===== src/rtl/core/wss_pkg.sv =====
// shared types, codes and constants of the windowed segment sender
`timescale 1ns / 1ps

package wss_pkg;

    localparam int WINDOW   = 8;
    localparam int CREDIT_W = $clog2(WINDOW + 1);
    localparam int SEQ_W    = 6;

    localparam logic [7:0] TX_SYN = 8'h40;
    localparam logic [7:0] TX_RST = 8'h80;

    typedef enum logic [1:0] {
        OP_START      = 2'd0,
        OP_TICK       = 2'd1,
        OP_RX         = 2'd2,
        OP_CLIENT_RST = 2'd3
    } op_t;

    typedef enum logic [1:0] {
        RX_DATA_ACK = 2'd0,
        RX_SYN_ACK  = 2'd1,
        RX_RST      = 2'd2,
        RX_OTHER    = 2'd3
    } rx_type_t;

    typedef enum logic [1:0] {
        KIND_CTRL = 2'd0,
        KIND_DATA = 2'd1,
        KIND_DONE = 2'd2
    } kind_t;

    typedef enum logic [1:0] {
        ST_OK       = 2'd0,
        ST_NO_REPLY = 2'd1,
        ST_RESET    = 2'd2
    } status_t;

    typedef enum logic [1:0] {
        PH_IDLE = 2'd0,
        PH_SYN  = 2'd1,
        PH_SEND = 2'd2
    } phase_t;

    typedef enum logic [1:0] {
        SEL_SYN  = 2'd0,
        SEL_RST  = 2'd1,
        SEL_SEG  = 2'd2,
        SEL_DONE = 2'd3
    } out_sel_t;

    localparam logic CFG_MTU   = 1'b0;
    localparam logic CFG_RETRY = 1'b1;

    typedef struct packed {
        logic [1:0]  operation;
        logic [15:0] length_bytes;
        logic [7:0]  rx_byte;
    } in_t;

    typedef struct packed {
        logic [1:0]  kind;
        logic [7:0]  tx_byte;
        logic [15:0] seg_offset;
        logic [7:0]  seg_length;
        logic [1:0]  status;
        logic        last;
    } out_t;

    // commands from the controller to the datapath
    typedef struct packed {
        logic     load_in;
        logic     start;
        logic     enter_send;
        logic     reload;
        logic     dec_retry;
        logic     rx_apply;
        logic     self_rst;
        logic     seg_step;
        logic     to_idle;
        logic     emit;
        out_sel_t out_sel;
        status_t  out_status;
        logic     out_last;
    } cmd_t;

    // status from the datapath to the controller
    typedef struct packed {
        op_t      op;
        phase_t   phase;
        rx_type_t rx_type;
        logic     syn_acked;
        logic     data_acked;
        logic     peer_reset;
        logic     self_reset;
        logic     retries_zero;
        logic     credit_zero;
        logic     credit_one;
        logic     remaining_zero;
        logic     rem_after_zero;
        logic     slot_free;
    } stat_t;

endpackage


===== src/rtl/core/wss_dp.sv =====
// datapath: transfer state, configuration, segment arithmetic and output register
`timescale 1ns / 1ps

module wss_dp
    import wss_pkg::*;
(
    input  logic       clk,
    input  logic       rst_n,
    input  logic       cfg_we,
    input  logic       cfg_index,
    input  logic [7:0] cfg_data,
    input  in_t        in_data,
    input  cmd_t       cmd,
    output stat_t      stat,
    output logic       out_valid,
    input  logic       out_stall,
    output out_t       out_data
);

    logic [7:0]          mtu_reg;
    logic [7:0]          retry_limit_reg;
    logic [1:0]          op_reg;
    logic [15:0]         len_reg;
    logic [7:0]          rx_reg;
    phase_t              phase_reg,        phase_next;
    logic [7:0]          retries_reg,      retries_next;
    logic [CREDIT_W-1:0] credit_reg,       credit_next;
    logic [15:0]         cursor_reg,       cursor_next;
    logic [15:0]         remaining_reg,    remaining_next;
    logic [SEQ_W-1:0]    seq_reg,          seq_next;
    logic                syn_acked_reg,    syn_acked_next;
    logic                data_acked_reg,   data_acked_next;
    logic                peer_reset_reg,   peer_reset_next;
    logic                self_reset_reg,   self_reset_next;
    logic                out_valid_reg,    out_valid_next;
    out_t                out_reg,          out_next;

    logic [7:0]  mtu_eff;
    logic [7:0]  pay;
    logic [7:0]  seg_len;
    logic [15:0] rem_after;
    logic        slot_free;
    rx_type_t    rx_type;

    assign mtu_eff   = (mtu_reg < 8'd2) ? 8'd2 : mtu_reg;
    assign pay       = mtu_eff - 8'd1;
    assign seg_len   = (remaining_reg > {8'd0, pay}) ? pay : remaining_reg[7:0];
    assign rem_after = remaining_reg - {8'd0, seg_len};
    assign slot_free = !out_valid_reg || !out_stall;
    assign rx_type   = rx_type_t'(rx_reg[7:6]);

    always_comb
    begin
        stat.op             = op_t'(op_reg);
        stat.phase          = phase_reg;
        stat.rx_type        = rx_type;
        stat.syn_acked      = syn_acked_reg;
        stat.data_acked     = data_acked_reg;
        stat.peer_reset     = peer_reset_reg;
        stat.self_reset     = self_reset_reg;
        stat.retries_zero   = (retries_reg == 8'd0);
        stat.credit_zero    = (credit_reg == '0);
        stat.credit_one     = (credit_reg == CREDIT_W'(1));
        stat.remaining_zero = (remaining_reg == 16'd0);
        stat.rem_after_zero = (rem_after == 16'd0);
        stat.slot_free      = slot_free;
    end

    always_comb
    begin
        phase_next      = phase_reg;
        retries_next    = retries_reg;
        credit_next     = credit_reg;
        cursor_next     = cursor_reg;
        remaining_next  = remaining_reg;
        seq_next        = seq_reg;
        syn_acked_next  = syn_acked_reg;
        data_acked_next = data_acked_reg;
        peer_reset_next = peer_reset_reg;
        self_reset_next = self_reset_reg;

        if (cmd.start)
        begin
            syn_acked_next  = 1'b0;
            data_acked_next = 1'b0;
            peer_reset_next = 1'b0;
            self_reset_next = 1'b0;
            credit_next     = CREDIT_W'(WINDOW);
            cursor_next     = 16'd0;
            remaining_next  = len_reg;
            seq_next        = '0;
            retries_next    = retry_limit_reg;
            phase_next      = PH_SYN;
        end
        if (cmd.enter_send)
        begin
            phase_next      = PH_SEND;
            retries_next    = retry_limit_reg;
            data_acked_next = 1'b0;
        end
        if (cmd.reload)
        begin
            retries_next    = retry_limit_reg;
            data_acked_next = 1'b0;
        end
        if (cmd.dec_retry)
        begin
            retries_next = retries_reg - 8'd1;
        end
        if (cmd.rx_apply)
        begin
            unique case (rx_type)
                RX_DATA_ACK:
                begin
                    if (credit_reg < CREDIT_W'(WINDOW))
                    begin
                        credit_next = credit_reg + CREDIT_W'(1);
                    end
                    data_acked_next = 1'b1;
                end
                RX_SYN_ACK:
                begin
                    syn_acked_next = 1'b1;
                end
                RX_RST:
                begin
                    if (!self_reset_reg)
                    begin
                        peer_reset_next = 1'b1;
                    end
                end
                default:
                begin
                end
            endcase
        end
        if (cmd.self_rst)
        begin
            self_reset_next = 1'b1;
            peer_reset_next = 1'b1;
        end
        if (cmd.seg_step)
        begin
            seq_next       = seq_reg + SEQ_W'(1);
            cursor_next    = cursor_reg + {8'd0, seg_len};
            remaining_next = rem_after;
            credit_next    = credit_reg - CREDIT_W'(1);
        end
        if (cmd.to_idle)
        begin
            phase_next = PH_IDLE;
        end
    end

    always_comb
    begin
        out_next            = out_reg;
        out_next.kind       = KIND_CTRL;
        out_next.tx_byte    = 8'd0;
        out_next.seg_offset = 16'd0;
        out_next.seg_length = 8'd0;
        out_next.status     = ST_OK;
        out_next.last       = cmd.out_last;
        unique case (cmd.out_sel)
            SEL_SYN:
            begin
                out_next.tx_byte = TX_SYN;
            end
            SEL_RST:
            begin
                out_next.tx_byte = TX_RST;
            end
            SEL_SEG:
            begin
                out_next.kind       = KIND_DATA;
                out_next.tx_byte    = {{(8 - SEQ_W){1'b0}}, seq_reg};
                out_next.seg_offset = cursor_reg;
                out_next.seg_length = seg_len;
            end
            SEL_DONE:
            begin
                out_next.kind   = KIND_DONE;
                out_next.status = cmd.out_status;
            end
            default:
            begin
            end
        endcase
        if (!cmd.emit)
        begin
            out_next = out_reg;
        end
        out_valid_next = cmd.emit ? 1'b1 : (out_valid_reg && out_stall);
    end

    always_ff @(posedge clk or negedge rst_n)
    begin
        if (!rst_n)
        begin
            mtu_reg         <= 8'd20;
            retry_limit_reg <= 8'd3;
            phase_reg       <= PH_IDLE;
            retries_reg     <= 8'd0;
            credit_reg      <= CREDIT_W'(WINDOW);
            cursor_reg      <= 16'd0;
            remaining_reg   <= 16'd0;
            seq_reg         <= '0;
            syn_acked_reg   <= 1'b0;
            data_acked_reg  <= 1'b0;
            peer_reset_reg  <= 1'b0;
            self_reset_reg  <= 1'b0;
            out_valid_reg   <= 1'b0;
        end
        else
        begin
            if (cfg_we && cfg_index == CFG_MTU)
            begin
                mtu_reg <= cfg_data;
            end
            if (cfg_we && cfg_index == CFG_RETRY)
            begin
                retry_limit_reg <= cfg_data;
            end
            phase_reg      <= phase_next;
            retries_reg    <= retries_next;
            credit_reg     <= credit_next;
            cursor_reg     <= cursor_next;
            remaining_reg  <= remaining_next;
            seq_reg        <= seq_next;
            syn_acked_reg  <= syn_acked_next;
            data_acked_reg <= data_acked_next;
            peer_reset_reg <= peer_reset_next;
            self_reset_reg <= self_reset_next;
            out_valid_reg  <= out_valid_next;
        end
    end

    always_ff @(posedge clk)
    begin
        if (cmd.load_in)
        begin
            op_reg  <= in_data.operation;
            len_reg <= in_data.length_bytes;
            rx_reg  <= in_data.rx_byte;
        end
        out_reg <= out_next;
    end

    assign out_valid = out_valid_reg;
    assign out_data  = out_reg;

endmodule


===== src/rtl/core/wss_ctrl.sv =====
// controller: decodes each item and sequences the burst of segments
`timescale 1ns / 1ps

module wss_ctrl
    import wss_pkg::*;
(
    input  logic  clk,
    input  logic  rst_n,
    input  logic  in_valid,
    output logic  in_stall,
    input  stat_t stat,
    output cmd_t  cmd
);

    typedef enum logic [3:0] {
        S_IDLE   = 4'b0001,
        S_EXEC   = 4'b0010,
        S_BURST  = 4'b0100,
        S_FINISH = 4'b1000
    } state_t;

    state_t state_reg, state_next;
    logic   active;

    assign active   = (stat.phase == PH_SYN) || (stat.phase == PH_SEND);
    assign in_stall = (state_reg != S_IDLE);

    always_comb
    begin
        cmd        = '0;
        state_next = state_reg;
        unique case (state_reg)
            S_IDLE:
            begin
                if (in_valid)
                begin
                    cmd.load_in = 1'b1;
                    state_next  = S_EXEC;
                end
            end
            S_EXEC:
            begin
                // every action waits for a free output slot
                if (stat.slot_free)
                begin
                    state_next = S_IDLE;
                    unique case (stat.op)
                        OP_START:
                        begin
                            cmd.start    = 1'b1;
                            cmd.emit     = 1'b1;
                            cmd.out_sel  = SEL_SYN;
                            cmd.out_last = 1'b1;
                        end
                        OP_TICK:
                        begin
                            priority if (active && stat.peer_reset)
                            begin
                                cmd.emit       = 1'b1;
                                cmd.out_sel    = SEL_DONE;
                                cmd.out_status = ST_RESET;
                                cmd.out_last   = 1'b1;
                                cmd.to_idle    = 1'b1;
                            end
                            else if (active && (stat.phase == PH_SYN) && !stat.syn_acked
                                     && !stat.retries_zero)
                            begin
                                cmd.dec_retry = 1'b1;
                                cmd.emit      = 1'b1;
                                cmd.out_sel   = SEL_SYN;
                                cmd.out_last  = 1'b1;
                            end
                            else if (active && stat.retries_zero
                                     && !((stat.phase == PH_SYN) && stat.syn_acked)
                                     && !((stat.phase == PH_SEND) && stat.data_acked))
                            begin
                                cmd.emit       = 1'b1;
                                cmd.out_sel    = SEL_DONE;
                                cmd.out_status = ST_NO_REPLY;
                                cmd.out_last   = 1'b1;
                                cmd.to_idle    = 1'b1;
                            end
                            else if (active)
                            begin
                                // retry check passed: adjust budget, then burst if credit remains
                                if (stat.phase == PH_SYN)
                                begin
                                    cmd.enter_send = 1'b1;
                                end
                                else if (stat.data_acked)
                                begin
                                    cmd.reload = 1'b1;
                                end
                                else
                                begin
                                    cmd.dec_retry = 1'b1;
                                end
                                if (!stat.credit_zero)
                                begin
                                    state_next = S_BURST;
                                end
                                else if (stat.remaining_zero)
                                begin
                                    state_next = S_FINISH;
                                end
                            end
                            else
                            begin
                            end
                        end
                        OP_RX:
                        begin
                            if (active)
                            begin
                                cmd.rx_apply = 1'b1;
                                if (stat.rx_type == RX_RST && !stat.self_reset)
                                begin
                                    cmd.emit     = 1'b1;
                                    cmd.out_sel  = SEL_RST;
                                    cmd.out_last = 1'b1;
                                end
                            end
                        end
                        OP_CLIENT_RST:
                        begin
                            cmd.self_rst = 1'b1;
                            cmd.emit     = 1'b1;
                            cmd.out_sel  = SEL_RST;
                            cmd.out_last = 1'b1;
                        end
                        default:
                        begin
                        end
                    endcase
                end
            end
            S_BURST:
            begin
                if (stat.slot_free)
                begin
                    cmd.seg_step = 1'b1;
                    cmd.emit     = 1'b1;
                    cmd.out_sel  = SEL_SEG;
                    if (stat.rem_after_zero)
                    begin
                        state_next = S_FINISH;
                    end
                    else if (stat.credit_one)
                    begin
                        cmd.out_last = 1'b1;
                        state_next   = S_IDLE;
                    end
                end
            end
            S_FINISH:
            begin
                if (stat.slot_free)
                begin
                    cmd.emit       = 1'b1;
                    cmd.out_sel    = SEL_DONE;
                    cmd.out_status = ST_OK;
                    cmd.out_last   = 1'b1;
                    cmd.to_idle    = 1'b1;
                    state_next     = S_IDLE;
                end
            end
            default:
            begin
                state_next = S_IDLE;
            end
        endcase
    end

    always_ff @(posedge clk or negedge rst_n)
    begin
        if (!rst_n)
        begin
            state_reg <= S_IDLE;
        end
        else
        begin
            state_reg <= state_next;
        end
    end

endmodule


===== src/rtl/core/windowed_segment_sender.sv =====
// top level of the windowed segment sender: controller plus datapath
`timescale 1ns / 1ps

// Client side of a credit-windowed transfer. A start item sends a SYN
// control byte and arms the transfer; each interval tick resends the SYN
// until a SYN-ACK has been received, then sends a burst of data segments
// (6-bit wrapping sequence header, offset, length up to mtu_bytes-1) while
// window credit remains. Received bytes return credit, flag the SYN-ACK or
// carry an RST, which is answered with an RST control byte unless the
// client has reset first. A completion item reports success, no reply or
// reset. Items are taken one at a time: an item is accepted in the idle
// state and decoded in the execute state, which waits for a free output
// slot; a tick that sends segments then passes through the burst state and,
// for a success completion, the finish state. During a burst the datapath
// emits one result per cycle into the output register; a stall on the
// output side holds the burst.
module windowed_segment_sender
    import wss_pkg::*;
(
    input  logic       clk,
    input  logic       rst_n,
    // configuration: index 0 mtu_bytes, index 1 retry_limit
    input  logic       cfg_we,
    input  logic       cfg_index,
    input  logic [7:0] cfg_data,
    // input items
    input  logic       in_valid,
    output logic       in_stall,
    input  in_t        in_data,
    // result items
    output logic       out_valid,
    input  logic       out_stall,
    output out_t       out_data
);

    // command and status between the two halves
    cmd_t  cmd;
    stat_t stat;

    // state machine: decode, burst sequencing, completion
    wss_ctrl u_ctrl (
        .clk      (clk),
        .rst_n    (rst_n),
        .in_valid (in_valid),
        .in_stall (in_stall),
        .stat     (stat),
        .cmd      (cmd)
    );

    // transfer state, configuration and the registered result slot
    wss_dp u_dp (
        .clk       (clk),
        .rst_n     (rst_n),
        .cfg_we    (cfg_we),
        .cfg_index (cfg_index),
        .cfg_data  (cfg_data),
        .in_data   (in_data),
        .cmd       (cmd),
        .stat      (stat),
        .out_valid (out_valid),
        .out_stall (out_stall),
        .out_data  (out_data)
    );

endmodule


===== config.mk =====
export PLATFORM = sky130hd
export DESIGN_NAME = windowed_segment_sender
export DESIGN_NICKNAME = d
export VERILOG_FILES = /design/src/rtl/core/wss_pkg.sv /design/src/rtl/core/wss_dp.sv /design/src/rtl/core/wss_ctrl.sv /design/src/rtl/core/windowed_segment_sender.sv
export SDC_FILE = /design/constraint.sdc
export NUM_CORES = 1
export LEC_CHECK = 0
export BUFFER_PORTS_ARGS = -buffer_cell sky130_fd_sc_hd__buf_2
export CAP_MARGIN = 0
export CORE_MARGIN = 8
export CORE_UTILIZATION = 45
export CTS_BUF_LIST = sky130_fd_sc_hd__clkbuf_8
export CTS_CLUSTER_SIZE = 24
export DETAILED_ROUTE_END_ITERATION = 10
export SYNTH_ARGS = -nofsm -noshare
export SYNTH_HDL_FRONTEND = slang
export SYNTH_SLANG_ARGS = --single-unit

===== constraint.sdc =====
create_clock -name clk -period 7.2 [get_ports clk]
set_input_delay 1.44 -clock clk [delete_from_list [all_inputs] [get_ports clk]]
set_output_delay 1.44 -clock clk [all_outputs]
set_load 0.02 [all_outputs]

==> impl_metrics.csv, run 1 <==
group,metric,value,unit
setup_path,critical_path_buf_inv_count,5,
setup_path,critical_path.most_common_cell,"a21oi_1",
setup_path,arrival_worst_endpoint,6.52,ns
synthesis,synth_fp_nets,846,
synthesis,synth_area,7710,um^2
route,wirelength,19.6,mm
route,drtAntennaViolNets,0,
setup_path,timing.critical_path.required,7.40,ns
synthesis,yosys-top-cells-area,"dfrtp_1 23%, edfxtp_1 22%, ha_1 3.9%, nand2_1 3.9%, nor2_1 3.5%",
cells_and_area,final_layout_size_suffix_gt1_frac,0.200,
run,maxCapViolCount,0,
worst_hold_path,hp-class,"register to register",
route,drt-initial-drc-count,403,
power_and_ir_drop,power.leakage,3.65,nW
setup_path,top_delay_family_on_crit_path,"compound AO/OA/AOI/OAI gates",
setup_path,critical_path.max_fanout,13,
cts,resize_count_post_cts,0,
global_routing,grt_remaining_overflow,0,
timing,final_number_of_hold_violating_endpoints,0,
setup_path,crit_path_max_cell_delay,0.44,ns
cts,ctsHtreeMaxLevel,4,
route,first_pass_iters,5,
setup_path,slowest_stage,"dfrtp_1",
synthesis,dominantRegCellSynth,"dfrtp_1",
synthesis,syn_avg_cell_area,9.89,um^2
timing,final.min_clock_period,6.31,ns
synthesis,synth_enable_flop_cells,57,
timing,timing.slew.headroom,0.228,
cells_and_area,stdcell_count,1108,
floorplan,top_level_pins,79,
cells_and_area,max_ffs_per_register,37,
timing,rsz0062_at_grt,"no",
cts,cts_hold_buf,0,
cells_and_area,fin_nets,936,
timing,transition_time_at_the_pin_with_the_least_slew_margin,1.16,ns
floorplan,core_footprint,17000,um^2
cells_and_area,insertedDiodeCount,0,
cts,cts_tree,"done",
synthesis,ys.warnings.count,0,
global_routing,grt_use_total,0.186,
global_routing,number_of_global_route_vias_before_repair,6337,
cts,cts_inserted_buffers,17,
synthesis,netlist_instances,780,
route,detailroute.via_count,6268,
global_routing,number_of_antenna_violations_at_the_first_check_in_global_routing,0,
synthesis,postSynthRegisterBits,134,
synthesis,synth_cell_types,86,
synthesis,synth_most_common_cell,"nand2_1",
timing,tns,0,ns
power_and_ir_drop,power_density,388,nW/um^2
placement,dp.cells,1076,
placement,port_buffers,72,
route,vias_per_cell,5.66,
placement,dp_hpwl,14.1,mm
placement,pre_cts_ws,0.895,ns
cts,postCtsSetupRepairBufs,0,
setup_path,crit_path_end_kind,"register",
floorplan,row_count,48,
route,route.detailed.drc,0,
timing,setup_viol,0,
global_routing,pin_count_of_the_biggest_net_entering_global_routing,78,
cts,cts_num_sinks,134,
synthesis,yosys-top-cells-count,"80 x nand2_1, 72 x nor2_1, 71 x dfrtp_1, 57 x edfxtp_1, 51 x o21ai_0",
floorplan,die_w,147,um
setup_path,critPathLaunchType,"register",
timing,drv_slew,0,
floorplan,initial_cell_density_of_the_core,0.454,
cts,worst_setup_hold_path_clk_slew,0.09,ns
cts,clock_insertion_delay_worst_skew,0.45,ns
timing,timing.fmax,158,MHz
timing,timing.clock.skew,0.0126,ns
global_routing,global_route_wire_length_before_repair,32.5,mm
synthesis,synthArstFlopShare,0.575,
cts,cts-root-to-sink-buffers,2,
route,drt-wirelength-per-cell,17.7,um
floorplan,die_area,21600,um^2
placement,gpl.final_weighted_congestion,0.840,
timing,post-route-period-util,0.877,
setup_path,timing.setup.critical_path_class,"register to register",
timing,post-route-worst-setup-slack,0.889,ns
power_and_ir_drop,max_vdd_drop,0.000164,V
run_status,status,"completed",
synthesis,synth_top_area_share,0.230,
floorplan,floorplan.die.height,147,um
power_and_ir_drop,overall_power,3.45,mW
cts,clk_root_buffer_cell,"clkbuf_8",
synthesis,seq_area_frac_synth,0.473,
synthesis,synth_largest_area_cell,"dfrtp_1",
cells_and_area,synthToLayoutAreaGrowth,15.1,%
==> layout make-up <==
cell class | instances | area (um^2)
multi-input combinational | 578 | 3810
inverter | 39 | 146
sequential | 134 | 3650
tap | 225 | 282
fill | 1582 | 8120
clock inverter | 15 | 185
timing repair buffer | 100 | 573
clock buffer | 17 | 234
==> per-layer routing <==
layer | GRT usage | vias up | routed length [um] | part of all wire
met2 | 0.309 | 162 | 9400 | 0.48
met5 | 0 | - | 0 | 0
met4 | 0.0586 | 0 | 244 | 0.012
met1 | 0.240 | 3023 | 9020 | 0.46
met3 | 0.0375 | 21 | 904 | 0.046
li1 | - | 3062 | - | -
==> per-stage QoR <==
step                hold WS [ns]  area [um^2]  utilization
finish                     0.474         8870        0.522
global route               0.490         8870        0.522
CTS                        0.479         8870        0.522
detailed placement         0.459         8450        0.497
global placement           0.456         8450        0.497
floorplan                  0.432         7710            -
==> cells by family after synthesis <==
| family | after synthesis | share of synthesized area |
|---|---|---|
| buffers and inverters | 68 | 0.0344 |
| AO/OA/AOI/OAI | 199 | 0.182 |
| multiplexers | 19 | 0.0269 |
| flip-flops | 134 | 0.473 |
| adder cells (fa/ha/maj) | 33 | 0.0537 |
| XOR/XNOR | 24 | 0.0273 |
| AND/OR/NAND/NOR | 303 | 0.203 |
==> worst register-to-register path, delay by kind of cell, from the launching register on <==
family / cells / cell delay (ns)
xor gates and xnor gates: 1 / 0.13
adders and majority gates: 4 / 1.09
buffers and inverters: 5 / 0.77
AOI/OAI and AO/OA: 11 / 2.09
and+or+nand+nor: 10 / 1.54
DFF: 1 / 0.44
==> path summary, 6_finish.rpt <==
path                                     start             endpoint  slack [ns]  depth (start not counted)
min                        u_dp.cursor_reg[15]  u_dp.cursor_reg[15]        0.47                          1
max                            u_dp.mtu_reg[5]     u_dp.out_data[0]        0.89                         31
min reg2reg                u_dp.cursor_reg[15]  u_dp.cursor_reg[15]        0.47                          1
max in group asynchronous                rst_n   u_dp.cursor_reg[6]        5.36                          1
min in group asynchronous                rst_n  u_dp.peer_reset_reg        1.16                          1
max reg2reg                    u_dp.mtu_reg[5]     u_dp.out_data[0]        0.89                         31
==> placed cells by master, fill, tap and decap left out, drive strengths merged, types with 5 or more instances in the layout <==
master  netlist  layout
a21o          5       5
o211ai       11      11
a31oi         9       9
and3          5       5
nor2b        10      10
edfxtp       57      57
nand4        10      10
xnor2        18      18
nand3b        5       5
a221o         6       6
inv          38      47
nand2b        9       9
o21ai        56      56
nor4         10      10
buf           6     100
dfstp         6       6
mux2         14      14
a32oi         6       6
nand3        19      19
a22oi        15      15
nand2        80      80
clkbuf       23      17
or4           6       6
ha           24      24
xor2          6       6
o22ai         7       7
nor3         23      23
nor3b        11      11
a31o          6       6
maj3          7       7
nor2         74      74
dfrtp        71      71
a21oi        37      37
mux2i         5       5
and2         25      25
==> power breakdown <==
part           internal [mW]  total, mW  leakage (nW)  switching (mW)
registers               1.01       1.22          1.49           0.217
logic                  0.630       1.55          1.96           0.923
clock network          0.324      0.667         0.208           0.343
(Power assumes the default switching activity.)
==> run 2: changes to the inputs <==
--- a/config.mk
+++ b/config.mk
@@ -14,2 +14,3 @@
 export DETAILED_ROUTE_END_ITERATION = 10
+export GPL_TIMING_DRIVEN = 0
 export SYNTH_ARGS = -nofsm -noshare
--- a/constraint.sdc
+++ b/constraint.sdc
@@ -3,2 +3,2 @@
 set_output_delay 1.44 -clock clk [all_outputs]
-set_load 0.02 [all_outputs]
+set_load 0.05 [all_outputs]
==> run 2 against run 1 <==
Effect of this change: non-clock buffer count is 8 higher; wire length grew 8.0%; combinational power grew 6%; flip-flop and latch count unchanged; setup slack got worse by 0.48 ns; hold slack better by 0.016 ns; clock-buffer cell count unchanged; largest power group unchanged.
==> impl_metrics.csv, run 2 (synthesis gave the netlist of run 1 again) <==
group,metric,value,unit
cells_and_area,fin_area,8950,um^2
setup_path,top_delay_family_on_crit_path,"simple AND/OR/NAND/NOR gates",
floorplan,top_level_pins,79,
run_status,status,"completed",
timing,setup_viol,0,
power_and_ir_drop,clockPowerShare,0.187,
setup_path,critical_path_buf_inv_count,5,
run,maxCapViolCount,0,
placement,dp_hpwl,15.8,mm
cts,cts_hold_buf,0,
timing,timing.fmax,147,MHz
timing,transition_time_at_the_pin_with_the_least_slew_margin,0.944,ns
setup_path,arrival_worst_endpoint,6.99,ns
power_and_ir_drop,power_density,390,nW/um^2
floorplan,floorplan.die.height,147,um
cts,cts-root-to-sink-buffers,2,
route,drt-wirelength-per-cell,18.9,um
timing,post-route-worst-setup-slack,0.406,ns
global_routing,global_route_wire_length_before_repair,33.9,mm
cts,clock_insertion_delay_worst_skew,0.44,ns
cells_and_area,fin_nets,944,
cts,worst_setup_hold_path_clk_slew,0.08,ns
floorplan,initial_cell_density_of_the_core,0.454,
cells_and_area,final_layout_size_suffix_gt1_frac,0.184,
timing,timing.clock.skew,0.0180,ns
worst_hold_path,hp-class,"register to register",
timing,post-route-period-util,0.944,
cts,cts_inserted_buffers,17,
power_and_ir_drop,comb_power_share,0.474,
cells_and_area,layout.cells.most_common_list,"80 x nand2_1, 72 x buf_2, 71 x nor2_1, 71 x dfrtp_1, 57 x edfxtp_1",
timing,timing.slew.headroom,0.354,
floorplan,row_count,48,
floorplan,die_area,21600,um^2
power_and_ir_drop,internal_power,1.95,mW
cts,clk_root_buffer_cell,"clkbuf_8",
route,route.detailed.drc,0,
timing,drv_slew,0,
power_and_ir_drop,share_seq_of_total_power,0.339,
setup_path,timing.critical_path.required,7.39,ns
route,first_pass_iters,6,
route,vias_per_cell,5.86,
route,detailroute.via_count,6538,
global_routing,pin_count_of_the_biggest_net_entering_global_routing,57,
global_routing,number_of_global_route_vias_before_repair,6371,
worst_hold_path,whs_path_depth,1,
power_and_ir_drop,max_vdd_drop,0.000178,V
setup_path,critical_path.max_fanout,10,
placement,dpl_cell_area,8440,um^2
power_and_ir_drop,switching_share,0.442,
cells_and_area,synthToLayoutAreaGrowth,16.1,%
timing,final.min_clock_period,6.79,ns
floorplan,core_footprint,17000,um^2
setup_path,timing.setup.critical_path_class,"register to register",
cts,cts_tree,"done",
cells_and_area,stdcell_count,1116,
setup_path,critPathLaunchType,"register",
global_routing,grt_use_total,0.195,
cts,ctsHtreeMaxLevel,4,
placement,gpl.final_weighted_congestion,0.891,
power_and_ir_drop,power.net_switching,1.54,mW
timing,final_number_of_hold_violating_endpoints,0,
route,wirelength,21.1,mm
route,drt-initial-drc-count,450,
route,drtAntennaViolNets,0,
power_and_ir_drop,power.leakage,3.64,nW
cells_and_area,max_ffs_per_register,37,
floorplan,die_w,147,um
setup_path,cp.depth,30,
cells_and_area,insertedDiodeCount,0,
cts,cts_num_sinks,134,
setup_path,ff2ff_path_depth,30,
setup_path,crit_path_end_kind,"register",
global_routing,grt_remaining_overflow,0,
setup_path,crit_path_max_cell_delay,0.49,ns
placement,pre_cts_ws,-0.740,ns
setup_path,slowest_stage,"fa_1",
placement,dp.cells,1080,
cells_and_area,layout_commonest_cell,"nand2_1",
placement,port_buffers,72,
global_routing,number_of_antenna_violations_at_the_first_check_in_global_routing,0,
## run 2: cell types whose count changed in the layout (fill, tap and decap cells not counted), sizes merged
cell,change
clkbuf,+24
buf,-16
inv,-4
clkinv,+3
bufinv,+1
## run 2: per-layer routing
metal / GRT usage / wire [um] / up-vias
li1: - / - / 3094
met2: 0.326 / 10300 / 224
met4: 0.0510 / 327 / 0
met1: 0.251 / 9280 / 3187
met3: 0.0424 / 1240 / 33
met5: 0 / 0 / -
## run 2: power by group through the flow
stage | combinational (mW) | sequential (mW) | clock, mW
4_1_cts | 1.63 | 1.18 | 0.668
3_5_place_dp | 1.61 | 1.19 | 0
2_1_floorplan | 1.12 | 1.24 | 0
6_report | 1.65 | 1.18 | 0.654
5_1_grt | 1.81 | 1.21 | 0.696
3_3_place_gp | 1.56 | 1.19 | 0
## run 2: area by class of cell
cell class / count / area, um^2
inverter: 39 / 146
clock buffer: 17 / 234
sequential: 134 / 3650
fill: 1599 / 8040
tap: 225 / 282
clock inverter: 15 / 179
buffer: 29 / 121
timing repair buffer: 79 / 468
multi-input combinational: 578 / 3880
## run 2: stage by stage
stage | total power, mW | setup TNS, ns | utilization | hold WS (ns)
6_report | 3.49 | 0 | 0.527 | 0.490
2_1_floorplan | 2.36 | 0 | - | 0.432
3_5_place_dp | 2.80 | -3.12 | 0.496 | 0.474
3_3_place_gp | 2.75 | -2.63 | 0.491 | 0.455
4_1_cts | 3.48 | 0 | 0.523 | 0.492
5_1_grt | 3.72 | -0.0159 | 0.527 | 0.513
## run 2: what timing repair did
action                     4_1_cts  5_1_grt
resized for setup                7        8
buffers inserted                 1        3
setup endpoints to repair       15        6
pin swaps                        1        2
## run 2: path summary, 6_finish.rpt
| check | from | endpoint | slack, ns |
|---|---|---|---|
| worst max-delay path | u_dp.mtu_reg[2] | u_dp.out_data[0] | 0.41 |
| worst min-delay path | u_dp.len_reg[14] | u_dp.remaining_reg[14] | 0.49 |
| worst max register to register | u_dp.mtu_reg[2] | u_dp.out_data[0] | 0.41 |
| worst min register to register | u_dp.len_reg[14] | u_dp.remaining_reg[14] | 0.49 |
| max in group asynchronous | rst_n | u_dp.credit_reg[3] | 5.67 |
| min in group asynchronous | rst_n | u_dp.peer_reset_reg | 0.88 |
